==> config.mk <==
export PLATFORM = sky130hd
export DESIGN_NAME = evm_gas_metering_scanner
export DESIGN_NICKNAME = d
export VERILOG_FILES = /design/src/rtl/egm_pkg.sv /design/src/rtl/egm_apb.sv /design/src/rtl/evm_gas_metering_scanner.sv
export SDC_FILE = /design/constraint.sdc
export NUM_CORES = 1
export LEC_CHECK = 0
export ABC_CLOCK_PERIOD_IN_PS = 15400
export BUFFER_PORTS_ARGS = -buffer_cell sky130_fd_sc_hd__buf_2
export CAP_MARGIN = 20
export CORE_ASPECT_RATIO = 2
export CORE_MARGIN = 2
export CORE_UTILIZATION = 60
export DETAILED_ROUTE_END_ITERATION = 10
export HOLD_SLACK_MARGIN = 0.05
export PLACE_DENSITY = 0.82
export SYNTH_ARGS = -nofsm -noshare
export SYNTH_HDL_FRONTEND = slang
export SYNTH_HIERARCHICAL = 1
export SYNTH_SLANG_ARGS = --single-unit
==> constraint.sdc <==
create_clock -name i_clk -period 15.4 [get_ports i_clk]
set_input_delay 3.08 -clock i_clk [delete_from_list [all_inputs] [get_ports i_clk]]
set_output_delay 3.08 -clock i_clk [all_outputs]
set_load 0.01 [all_outputs]
==> src/rtl/egm_pkg.sv <==
// Shared constants, types and the opcode cost table of the gas metering scanner.
`timescale 1ns / 1ps
`default_nettype none

package egm_pkg;

    // Widths
    localparam int GAS_W          = 48;
    localparam int MAX_CODE_BYTES = 65536;
    localparam int OFF_W          = $clog2(MAX_CODE_BYTES) + 1;
    localparam int COST_W         = 15;
    localparam int SKIP_W         = 6;
    localparam int APB_DW         = 64;
    localparam int APB_AW         = 4;

    typedef logic [GAS_W-1:0]  t_gas;
    typedef logic [OFF_W-1:0]  t_off;
    typedef logic [COST_W-1:0] t_cost;
    typedef logic [SKIP_W-1:0] t_skip;

    // Input function codes
    localparam logic [1:0] FN_START    = 2'd0;
    localparam logic [1:0] FN_CALLDATA = 2'd1;
    localparam logic [1:0] FN_CODE     = 2'd2;
    localparam logic [1:0] FN_END      = 2'd3;

    // Result kinds
    localparam logic KIND_STEP    = 1'b0;
    localparam logic KIND_SUMMARY = 1'b1;

    // Register word index (byte address bit 3)
    localparam logic REG_GAS_CAP = 1'b0;

    // Intrinsic gas
    localparam int BASE_GAS         = 21000;
    localparam int ZERO_BYTE_GAS    = 4;
    localparam int NONZERO_BYTE_GAS = 16;

    // Opcodes with special handling
    localparam logic [7:0] OP_STOP    = 8'h00;
    localparam logic [7:0] OP_RETURN  = 8'hF3;
    localparam logic [7:0] OP_REVERT  = 8'hFD;
    localparam logic [7:0] OP_INVALID = 8'hFE;
    localparam logic [7:0] OP_PUSH1   = 8'h60;
    localparam logic [7:0] OP_PUSH32  = 8'h7F;
    localparam logic [7:0] OP_LOG0    = 8'hA0;
    localparam logic [7:0] OP_LOG4    = 8'hA4;

    // Fixed gas cost of one opcode
    function automatic t_cost op_cost(input logic [7:0] op);
        t_cost c;
        unique case (op)
            8'h00, 8'hF3, 8'hFD, 8'hFE:                      c = 15'd0;
            8'h02, 8'h04, 8'h06:                             c = 15'd5;
            8'h08, 8'h09, 8'h56:                             c = 15'd8;
            8'h0A, 8'h57:                                    c = 15'd10;
            8'h20:                                           c = 15'd30;
            8'h30, 8'h31, 8'h32, 8'h33, 8'h34,
            8'h58, 8'h59, 8'h5A:                             c = 15'd2;
            8'h5B:                                           c = 15'd1;
            8'h54, 8'h55, 8'hF1:                             c = 15'd100;
            8'hF0:                                           c = 15'd32000;
            default: begin
                c = (op >= OP_LOG0 && op <= OP_LOG4) ? 15'd375 : 15'd3;
            end
        endcase
        return c;
    endfunction

endpackage

`default_nettype wire

==> src/rtl/egm_apb.sv <==
// APB configuration register block: holds the transaction gas limit.
`timescale 1ns / 1ps
`default_nettype none

module egm_apb (
    input  wire logic                       i_clk,
    input  wire logic                       i_rst_n,
    input  wire logic                       psel,
    input  wire logic                       penable,
    input  wire logic                       pwrite,
    input  wire logic [egm_pkg::APB_AW-1:0] paddr,
    input  wire logic [egm_pkg::APB_DW-1:0] pwdata,
    output logic      [egm_pkg::APB_DW-1:0] prdata,
    output logic                            pready,
    output egm_pkg::t_gas                   o_gas_cap
);
    import egm_pkg::*;

    logic cap_sel;
    t_gas r_gas_cap;

    assign cap_sel = (paddr[3] == REG_GAS_CAP) && (paddr[2:0] == 3'd0);

    // Write the gas limit at the access phase
    always_ff @(posedge i_clk) begin
        if (!i_rst_n) begin
            r_gas_cap <= '0;
        end else if (psel && penable && pwrite && pready && cap_sel) begin
            r_gas_cap <= pwdata[GAS_W-1:0];
        end
    end

    // Read back
    assign prdata    = cap_sel ? APB_DW'(r_gas_cap) : '0;
    assign pready    = 1'b1;
    assign o_gas_cap = r_gas_cap;

endmodule

`default_nettype wire

==> src/rtl/evm_gas_metering_scanner.sv <==
// Top level of the gas metering scanner: input stage, metering logic, result stage.
//
//  channel   direction  handshake                 payload
//  input     in         i_in_valid / o_in_stall   i_func, i_data_byte
//  result    out        o_out_valid / i_out_stall o_result_kind .. o_overflow_flag
//  config    in         APB psel/penable/pwrite   paddr, pwdata -> prdata
//
// One item per cycle while results are not stalled: an item is held in the input register,
// then the metering logic (cost lookup, intrinsic check, 48-bit compare and subtract)
// updates state and loads the result register, which drives o_out_valid.
// Synchronous active-low reset returns all scanner state to idle; the gas limit resets to zero.
// A stalled result holds the result register; the input register still takes one more
// item, then o_in_stall rises until the result is taken.
`timescale 1ns / 1ps
`default_nettype none

module evm_gas_metering_scanner (
    input  wire logic                        i_clk,
    input  wire logic                        i_rst_n,
    // input channel
    input  wire logic                        i_in_valid,
    output logic                             o_in_stall,
    input  wire logic [1:0]                  i_func,
    input  wire logic [7:0]                  i_data_byte,
    // result channel
    output logic                             o_out_valid,
    input  wire logic                        i_out_stall,
    output logic                             o_result_kind,
    output logic      [15:0]                 o_step_index,
    output logic      [15:0]                 o_code_pc,
    output logic      [7:0]                  o_opcode,
    output logic      [egm_pkg::GAS_W-1:0]   o_gas_before,
    output logic      [egm_pkg::COST_W-1:0]  o_op_charge,
    output logic                             o_success,
    output logic      [egm_pkg::GAS_W-1:0]   o_gas_spent,
    output logic                             o_overflow_flag,
    // configuration
    input  wire logic                        psel,
    input  wire logic                        penable,
    input  wire logic                        pwrite,
    input  wire logic [egm_pkg::APB_AW-1:0]  paddr,
    input  wire logic [egm_pkg::APB_DW-1:0]  pwdata,
    output logic      [egm_pkg::APB_DW-1:0]  prdata,
    output logic                             pready
);
    import egm_pkg::*;

    // Phase codes
    localparam logic [1:0] PH_IDLE = 2'd0;
    localparam logic [1:0] PH_DATA = 2'd1;
    localparam logic [1:0] PH_CODE = 2'd2;

    t_gas gas_cap;

    egm_apb u_apb (
        .i_clk      (i_clk),
        .i_rst_n    (i_rst_n),
        .psel       (psel),
        .penable    (penable),
        .pwrite     (pwrite),
        .paddr      (paddr),
        .pwdata     (pwdata),
        .prdata     (prdata),
        .pready     (pready),
        .o_gas_cap  (gas_cap)
    );

    // Handshake
    logic r_in_valid;
    logic [1:0] r_func;
    logic [7:0] r_byte;
    logic r_out_valid;
    logic in_accept;
    logic out_free;
    logic adv;

    assign out_free   = !r_out_valid || !i_out_stall;
    assign adv        = r_in_valid && out_free;
    assign o_in_stall = r_in_valid && !out_free;
    assign in_accept  = i_in_valid && !o_in_stall;

    // Capture the input transaction
    always_ff @(posedge i_clk) begin
        if (!i_rst_n) begin
            r_in_valid <= 1'b0;
        end else if (in_accept) begin
            r_in_valid <= 1'b1;
        end else if (adv) begin
            r_in_valid <= 1'b0;
        end
    end

    always_ff @(posedge i_clk) begin
        if (in_accept) begin
            r_func <= i_func;
            r_byte <= i_data_byte;
        end
    end

    // Scanner state
    logic [1:0] r_phase, n_phase;
    t_gas       r_intr, n_intr;
    t_gas       r_gleft, n_gleft;
    t_gas       r_gtot, n_gtot;
    t_off       r_off, n_off;
    t_skip      r_skip, n_skip;
    t_off       r_steps, n_steps;
    logic       r_ok, n_ok;
    logic       r_halt, n_halt;
    logic       r_ovf, n_ovf;

    // Result fields
    logic  n_emit;
    logic  r_kind, n_kind;
    logic [15:0] r_o_step, n_o_step;
    logic [15:0] r_o_pc, n_o_pc;
    logic [7:0] r_o_op, n_o_op;
    t_gas  r_o_gbefore, n_o_gbefore;
    t_cost r_o_cost, n_o_cost;
    logic  r_o_succ, n_o_succ;
    t_gas  r_o_total, n_o_total;
    logic  r_o_ovf, n_o_ovf;

    // Intrinsic gas: saturating add of the call-data byte charge
    logic [GAS_W:0] c_sum;
    t_gas           c_intr_sat;

    assign c_sum = {1'b0, r_intr}
                 + ((r_byte == 8'd0) ? (GAS_W+1)'(ZERO_BYTE_GAS) : (GAS_W+1)'(NONZERO_BYTE_GAS));
    assign c_intr_sat = c_sum[GAS_W] ? '1 : c_sum[GAS_W-1:0];

    // Close the intrinsic phase: check against the limit
    logic [GAS_W:0] c_diff;
    logic           c_ifail;
    logic           c_closing;
    logic           c_ok;
    t_gas           c_gtot;
    t_gas           c_gleft;
    logic           c_halt;

    assign c_diff    = {1'b0, gas_cap} - {1'b0, r_intr};
    assign c_ifail   = c_diff[GAS_W];
    assign c_closing = (r_phase == PH_DATA);
    assign c_ok      = c_closing ? (r_ok && !c_ifail) : r_ok;
    assign c_gtot    = c_closing ? (c_ifail ? gas_cap : r_intr) : r_gtot;
    assign c_gleft   = (c_closing && !c_ifail) ? c_diff[GAS_W-1:0] : r_gleft;
    assign c_halt    = c_closing ? (r_halt || c_ifail || (c_diff[GAS_W-1:0] == '0))
                                 : r_halt;

    // Opcode charge
    t_cost c_cost;
    logic  c_short;
    t_gas  c_gleft_after;
    t_gas  c_gtot_after;
    logic  c_term;
    logic  c_push;

    assign c_cost        = op_cost(r_byte);
    assign c_short       = GAS_W'(c_cost) > c_gleft;
    assign c_gleft_after = c_gleft - GAS_W'(c_cost);
    assign c_gtot_after  = c_gtot + GAS_W'(c_cost);
    assign c_term        = (r_byte == OP_STOP) || (r_byte == OP_RETURN) ||
                           (r_byte == OP_REVERT) || (r_byte == OP_INVALID);
    assign c_push        = (r_byte >= OP_PUSH1) && (r_byte <= OP_PUSH32);

    // Next state and result
    always_comb begin
        n_phase     = r_phase;
        n_intr      = r_intr;
        n_gleft     = r_gleft;
        n_gtot      = r_gtot;
        n_off       = r_off;
        n_skip      = r_skip;
        n_steps     = r_steps;
        n_ok        = r_ok;
        n_halt      = r_halt;
        n_ovf       = r_ovf;
        n_emit      = 1'b0;
        n_kind      = KIND_STEP;
        n_o_step    = '0;
        n_o_pc      = '0;
        n_o_op      = '0;
        n_o_gbefore = '0;
        n_o_cost    = '0;
        n_o_succ    = 1'b0;
        n_o_total   = '0;
        n_o_ovf     = 1'b0;
        unique case (r_func)
            FN_START: begin
                n_phase = PH_DATA;
                n_intr  = GAS_W'(BASE_GAS);
                n_gleft = '0;
                n_gtot  = '0;
                n_off   = '0;
                n_skip  = '0;
                n_steps = '0;
                n_ok    = 1'b1;
                n_halt  = 1'b0;
                n_ovf   = 1'b0;
            end
            FN_CALLDATA: begin
                if (r_phase == PH_DATA) begin
                    n_intr = c_intr_sat;
                end
            end
            FN_CODE: begin
                if (r_phase != PH_IDLE) begin
                    n_phase = PH_CODE;
                    n_ok    = c_ok;
                    n_gtot  = c_gtot;
                    n_gleft = c_gleft;
                    n_halt  = c_halt;
                    priority if (c_halt) begin
                        // drop code after halt
                    end else if (r_off >= OFF_W'(MAX_CODE_BYTES)) begin
                        n_ovf  = 1'b1;
                        n_halt = 1'b1;
                    end else if (r_skip != '0) begin
                        n_skip = r_skip - SKIP_W'(1);
                        n_off  = r_off + OFF_W'(1);
                    end else if (c_short) begin
                        n_ok   = 1'b0;
                        n_halt = 1'b1;
                    end else begin
                        n_emit      = 1'b1;
                        n_o_step    = r_steps[15:0];
                        n_o_pc      = r_off[15:0];
                        n_o_op      = r_byte;
                        n_o_gbefore = c_gleft;
                        n_o_cost    = c_cost;
                        n_gleft     = c_gleft_after;
                        n_gtot      = c_gtot_after;
                        n_steps     = r_steps + OFF_W'(1);
                        n_off       = r_off + OFF_W'(1);
                        n_halt      = c_term || (c_gleft_after == '0);
                        if (c_push) begin
                            n_skip = SKIP_W'(r_byte - 8'h5F);
                        end
                    end
                end
            end
            FN_END: begin
                n_phase   = PH_IDLE;
                n_ok      = c_ok;
                n_gtot    = c_gtot;
                n_gleft   = c_gleft;
                n_halt    = c_halt;
                n_emit    = 1'b1;
                n_kind    = KIND_SUMMARY;
                n_o_succ  = c_ok;
                n_o_total = c_gtot;
                n_o_ovf   = r_ovf;
            end
            default: begin
            end
        endcase
    end

    // Advance the scanner state
    always_ff @(posedge i_clk) begin
        if (!i_rst_n) begin
            r_phase <= PH_IDLE;
            r_intr  <= GAS_W'(BASE_GAS);
            r_gleft <= '0;
            r_gtot  <= '0;
            r_off   <= '0;
            r_skip  <= '0;
            r_steps <= '0;
            r_ok    <= 1'b1;
            r_halt  <= 1'b0;
            r_ovf   <= 1'b0;
        end else if (adv) begin
            r_phase <= n_phase;
            r_intr  <= n_intr;
            r_gleft <= n_gleft;
            r_gtot  <= n_gtot;
            r_off   <= n_off;
            r_skip  <= n_skip;
            r_steps <= n_steps;
            r_ok    <= n_ok;
            r_halt  <= n_halt;
            r_ovf   <= n_ovf;
        end
    end

    // Result register: load on a result, drop once taken
    always_ff @(posedge i_clk) begin
        if (!i_rst_n) begin
            r_out_valid <= 1'b0;
        end else if (adv) begin
            r_out_valid <= n_emit;
        end else if (!i_out_stall) begin
            r_out_valid <= 1'b0;
        end
    end

    always_ff @(posedge i_clk) begin
        if (adv && n_emit) begin
            r_kind      <= n_kind;
            r_o_step    <= n_o_step;
            r_o_pc      <= n_o_pc;
            r_o_op      <= n_o_op;
            r_o_gbefore <= n_o_gbefore;
            r_o_cost    <= n_o_cost;
            r_o_succ    <= n_o_succ;
            r_o_total   <= n_o_total;
            r_o_ovf     <= n_o_ovf;
        end
    end

    assign o_out_valid       = r_out_valid;
    assign o_result_kind     = r_kind;
    assign o_step_index      = r_o_step;
    assign o_code_pc         = r_o_pc;
    assign o_opcode          = r_o_op;
    assign o_gas_before      = r_o_gbefore;
    assign o_op_charge       = r_o_cost;
    assign o_success         = r_o_succ;
    assign o_gas_spent       = r_o_total;
    assign o_overflow_flag   = r_o_ovf;

    // Checks
    a_summary_clean: assert property (@(posedge i_clk) disable iff (!i_rst_n)
        (o_out_valid && o_result_kind == KIND_SUMMARY)
            |-> (o_step_index == 16'd0 && o_op_charge == '0 && o_gas_before == '0))
        else $error("summary carries step fields");

    a_step_affordable: assert property (@(posedge i_clk) disable iff (!i_rst_n)
        (o_out_valid && o_result_kind == KIND_STEP)
            |-> (GAS_W'(o_op_charge) <= o_gas_before && !o_success && !o_overflow_flag))
        else $error("step charged more than the gas left");

    a_charge_applied: assert property (@(posedge i_clk) disable iff (!i_rst_n)
        (adv && n_emit && n_kind == KIND_STEP)
            |=> (r_gleft == $past(n_o_gbefore) - GAS_W'($past(n_o_cost))))
        else $error("gas left not reduced by the step cost");

    a_halt_no_step: assert property (@(posedge i_clk) disable iff (!i_rst_n)
        (adv && r_func == FN_CODE && r_halt) |-> !n_emit)
        else $error("step record after halt");

endmodule

`default_nettype wire

==> metrics.txt, run 1 <==
#FFs+latches synth=394; top-count cell post-synth=nand2_1; status=completed; Tot GR Track Use=0.388; die area=45,000 um^2; drt first-iter violations=1,998; DRC=0; final hold viol count=0; Routed Antenna Nets=0; Pleak=11.0 nW; IO Port Bufs=270; WL final=89,100 um; Critical Path, Cell by Cell=ha_1 -> a21o_1 -> a21o_1 -> a21o_1 -> a211o_1 -> a22oi_2 -> buf_4 -> nor2_1 -> a21oi_1 -> ha_1 -> inv_1 -> fa_1 -> a21oi_1 -> a2bb2oi_1 -> a21oi_1 -> o21ai_0 -> and4b_1 -> o31ai_2 -> or3_4 -> nor3_4 -> and4b_4 -> or4_2 -> or3_2 -> nor2_1; Synth Instances=3,143; share of layout cells above drive strength 1=0.135; Seq/Total Area, Yosys=0.365; vias in the first global route=24.8k; drt first pass iters=5; CTS H-tree lvls=2; CTS Buf Count=36; antenna violations before repair=1; final core utilization=0.668; chip width=151 um; synth cell count leaders=nand2_1 (387), nor2_1 (342), dfxtp_1 (237); wire length per cell=23.1 um; CTS sink count=394; crit path capture type=flip-flop; Synth area leaders=dfxtp_1 (18%), edfxtp_1 (18%), nand2_1 (5.6%); Setup Crit Path Kind=reg2reg; Final Slew Violations=0; Avg Cell Area, Syn=8.25 um^2; Max Fclk=111 MHz; first-pass GRT wire length=136,000 um; Post-CTS Setup Inserts=0; Final HPWL DP=67,100 um; peak supply drop=0.0000969 V; Setup Viol. Count Final=0; synth warn=6; CP max stage cell=or3_2; Required @ worst endpoint=15,660 ps; area of the mapped netlist=25,900 um^2; std cell rows=107; clock-pin transition on the worst setup and hold timing paths=70 ps; initial core utilization=0.609; Clock Latency Late Sink=570 ps; Final min period=9010 ps; share of the synthesized area in the top cell type=0.183; Clk Tree Root Cell=clkbuf_16; # diodes=0; dominant synthesized flop cell=dfxtp_1; crit path launch type=flip-flop; total of max-cap violations=0; GPL Wtd Cong=1.02; largest net degree at the start of global routing=103; Ports=306; Seq. cell area=9460 um^2; CTS tree=yes; Multi-input gate area=15,200 um^2; CP arrival=9260 ps; Gates resized, CTS repair=0; routed via count=25.0k; Area Overhead vs Synth=9.61%; nets=3,463; CP max stage delay=930 ps; DR vias/cell=6.48; Fillers=3,636; actual slew at the worst max-slew pin=1190 ps; Synth async-reset ratio=0; setup TNS=0 ps; GR Overflow Total=0; Cell variety after synth=111; RSZ-0062 raised after global routing=no; die height=298 um; Clock Tree Buf Depth=3; largest area contributor in the netlist=dfxtp_1; Post-synth EDFFs=157; hold buffers post-CTS=0; Layout Skew=26.8 ps; CP max FO=60; final period utilization=0.585; core area=42,600 um^2; Hold WC Path Type=reg2reg; Pwr per Cell Area=86.1 nW/um^2; Slew HR=0.200
[state kept, by name, summed over array words and instances, names as in the netlist, 16 cells and up]
register and flops:
u_apb/o_gas_cap 48, o_gas_spent 48, o_step_index 16, r_gtot 48
o_code_pc 16, o_gas_before 48, r_intr 47, r_gleft 48
r_off 17, r_steps 16
[final cells by class]
class	count	area share
Sequential cell	394	0.333
Inverter	101	0.0133
Clock buffer	44	0.0331
Timing Repair Buffer	303	0.0563
Clock inverter	22	0.00731
Tap cell	545	0.0240
Multi-Input combinational cell	2454	0.533
[worst max-delay path: cells and delay by family (launching register included)]
family                     cells  cell delay (ps)
AOI/OAI and AO/OA             11             2600
adders and majority gates      3             1080
buffers and inverters          2              630
DFF                            1              680
and+or+nand+nor                8             3610
[per-stage QoR]
step	cell area (um^2)	total power, mW	cells	setup WS, ps	hold WS (ps)
floorplan	26000	1.44	3159	1930	424
global placement	27300	1.54	3795	6790	433
detailed placement	27300	1.54	3795	6640	437
CTS	28400	2.44	3861	6550	446
global route	28400	2.52	3863	5900	462
finish	28400	2.45	3863	6390	447
[where the power goes]
group	switching (mW)	internal, mW
registers	0.0134	1.10
logic	0.282	0.145
clock network	0.431	0.480
[routing by layer]
metal | track usage | vias up | share of wire
li1 | - | 11500 | -
met4 | 0.341 | 2 | 0.10
met3 | 0.0553 | 436 | 0.062
met5 | 0 | - | 0.00011
met2 | 0.687 | 1243 | 0.50
met1 | 0.385 | 11800 | 0.33
[final timing paths]
kind         slack (ps)  depth (start not counted)          endpoint           startpoint
max                6390                         24  o_gas_before[31]  u_apb/o_gas_cap[45]
min                 450                          2        r_gtot[44]           r_gtot[44]
max reg2reg        6390                         24  o_gas_before[31]  u_apb/o_gas_cap[45]
min reg2reg         450                          2        r_gtot[44]           r_gtot[44]
[cells by family (layout without fill, tap and decap cells)]
kind of cell	Yosys count	in the layout	share of synthesized area
simple gates	1332	1332	0.252
compound gates	754	754	0.190
flops	394	394	0.365
buf+inv	311	470	0.0562
xor+xnor	156	156	0.0527
mux	104	104	0.0404
fa+ha+maj	89	89	0.0437
other cells	3	19	0.000434
[layout by cell type, fill, tap and decap left out, drive strengths merged, types with 17 or more instances in the layout]
cell	count
a31oi	18
o21a	25
o31ai	20
mux2i	99
dfxtp	237
edfxtp	157
conb	19
nor2	343
nand2	387
a21oi	236
ha	85
xor2	57
and2	131
or3	34
xnor2	99
a211oi	27
clkbuf	45
or4	20
nand2b	20
or2	17
nand3	81
o21ai	199
a21o	39
a22o	17
nor4	46
o211ai	24
inv	106
and3	40
nand4	56
nor3	92
buf	302
Note: power is estimated with default switching activity, not from simulation.
==> run 2: changes to the inputs <==
--- a/config.mk
+++ b/config.mk
@@ -5,7 +5,7 @@
 export SDC_FILE = /design/constraint.sdc
 export NUM_CORES = 1
 export LEC_CHECK = 0
-export ABC_CLOCK_PERIOD_IN_PS = 15400
+export ABC_CLOCK_PERIOD_IN_PS = 9000
 export BUFFER_PORTS_ARGS = -buffer_cell sky130_fd_sc_hd__buf_2
 export CAP_MARGIN = 20
 export CORE_ASPECT_RATIO = 2
==> constraint.sdc (replaced) <==
create_clock -name i_clk -period 9 [get_ports i_clk]
set_input_delay 1.8 -clock i_clk [delete_from_list [all_inputs] [get_ports i_clk]]
set_output_delay 1.8 -clock i_clk [all_outputs]
set_load 0.01 [all_outputs]
==> run 2 against run 1 <==
Compared with the run above: maximum frequency rose by 14%; largest cell class unchanged; highest routed layer is now met4; cell area is 0.53% higher; critical endpoint is now o_gas_before[39]; setup slack worse by 5300 ps; via count is 0.46% higher; clock-buffer cell count up 10; largest power group unchanged.
==> metrics.txt, run 2 (synthesis results as in run 1) <==
status=completed; vias in the first global route=24.9k; share of layout cells above drive strength 1=0.138; Setup Viol. Count Final=0; Pwr per Cell Area=148 nW/um^2; CP arrival=8040 ps; initial core utilization=0.609; Routed Antenna Nets=0; Clock Latency Late Sink=580 ps; DR vias/cell=6.50; Fillers=3,676; DP Worst Slack=1290 ps; Final Slew Violations=0; Critical Path, Cell by Cell=inv_1 -> ha_1 -> a21oi_1 -> o21a_1 -> a211o_1 -> o311ai_4 -> a22o_4 -> mux2i_1 -> inv_1 -> fa_1 -> a21oi_1 -> a2bb2oi_1 -> a21oi_2 -> o21ai_0 -> and4b_1 -> o31ai_2 -> or3_4 -> nor3_4 -> and4b_4 -> or4_1 -> nor3_4 -> o21ai_1 -> nor2_4 -> buf_4; CTS Buf Count=37; setup TNS=0 ps; WL final=90,700 um; Slew HR=0.205; crit path launch type=flip-flop; Final HPWL DP=68,300 um; final std cells w/o fill=3,873; largest net degree at the start of global routing=104; hold path endpoint=r_gtot[41]; Fin Hold WS=444 ps; wire length per cell=23.4 um; final worst slack=1130 ps; Gates resized, CTS repair=0; routed via count=25.2k; Worst Min Path Start=r_gtot[41]; CP max FO=79; worst-case reg-to-reg path depth=24; std cell rows=107; DRC=0; Setup Crit Path Kind=reg2reg; Pleak=11.1 nW; Max Fclk=127 MHz; antenna violations before repair=0; IO Port Bufs=270; # diodes=0; first-pass GRT wire length=137,000 um; peak supply drop=0.000174 V; CP max stage delay=500 ps; Tot GR Track Use=0.393; clock-pin transition on the worst setup and hold timing paths=70 ps; Post-CTS Setup Inserts=0; crit path capture type=flip-flop; Final min period=7870 ps; Ports=306; CTS sink count=394; final period utilization=0.875; CTS H-tree lvls=2; nets=3,472; Clk Tree Root Cell=clkbuf_16; die height=298 um; highest-count cells in the layout ignoring fill and taps=nand2_1 (387), nor2_1 (340), buf_2 (269), dfxtp_1 (237), a21oi_1 (227); GR Overflow Total=0; hold buffers post-CTS=0; hold depth=2; r2r endpoint=o_gas_before[39]; commonest non-fill, non-tap cell in the layout=nand2_1; Cells after DPL=3,803; actual slew at the worst max-slew pin=1190 ps; Clock Tree Buf Depth=3; drt first-iter violations=2,390; core area=42,600 um^2; Required @ worst endpoint=9170 ps; final core utilization=0.671; GPL Wtd Cong=1.02; worst reg2reg startpoint=r_intr[13]; chip width=151 um; R2R setup slack=1130 ps; Layout Skew=30.5 ps; drt first pass iters=6; Hold WC Path Type=reg2reg; die area=45,000 um^2; RSZ-0062 raised after global routing=no; final hold viol count=0; CP max stage cell=or3_4; total of max-cap violations=0; CTS tree=yes; Area Overhead vs Synth=10.2%
-- run 2: cell types whose count changed in the layout (fill, tap and decap cells not counted), sizes merged --
cell,delta
inv,-5
clkinvlp,-1
bufinv,-1
buf,+9
clkbuf,+9
clkinv,-1
-- run 2: report_power, final --
part	switching, mW	internal, mW	total [mW]	leakage [nW]
combinational	0.488	0.253	0.742	7.24
clock	0.735	0.867	1.60	0.591
sequential	0.0229	1.87	1.90	3.30
-- run 2: area by class of cell --
cell class | count | area [um^2] | share of cell area
repair buffers | 311 | 1690 | 0.0593
clock buffers | 54 | 1070 | 0.0375
clock inverters | 14 | 130 | 0.00455
flip-flops and latches | 394 | 9460 | 0.331
well taps | 545 | 682 | 0.0239
multi-input cells | 2454 | 15200 | 0.530
inverters | 101 | 379 | 0.0133
-- run 2: worst max-delay path by stage --
stage	cells past startpoint	start	slack (ps)	endpoint
after floorplan	32	r_intr[13]	40	o_code_pc[0]
after global placement	26	r_intr[13]	1350	o_gas_before[38]
after detailed placement	23	r_intr[13]	1290	o_gas_before[39]
after CTS	23	r_intr[13]	1240	o_gas_before[39]
after global routing	24	u_apb/o_gas_cap[0]	730	o_gas_before[39]
final	24	r_intr[13]	1130	o_gas_before[39]
-- run 2: metrics by stage --
step	power (mW)	area (um^2)
2_1_floorplan	2.46	26000
3_5_place_dp	2.65	27300
5_1_grt	4.36	28600
3_3_place_gp	2.64	27300
4_1_cts	4.22	28500
6_report	4.24	28600
-- run 2: layer usage --
layer,up-vias,part of all wire,GRT usage
li1,11500,-,-
met1,11900,0.33,0.386
met2,1297,0.50,0.691
met3,436,0.063,0.0570
met4,0,0.11,0.362
met5,-,0,0
-- run 2: critical path: cells and delay by family (launching register included) --
kind                     cells  cell delay, ps
buffers and inverters        3             640
AO/OA/AOI/OAI               11            3020
flip-flops                   1             370
AND/OR/NAND/NOR              7            2000
adder cells (fa/ha/maj)      2             940
multiplexers                 1             330
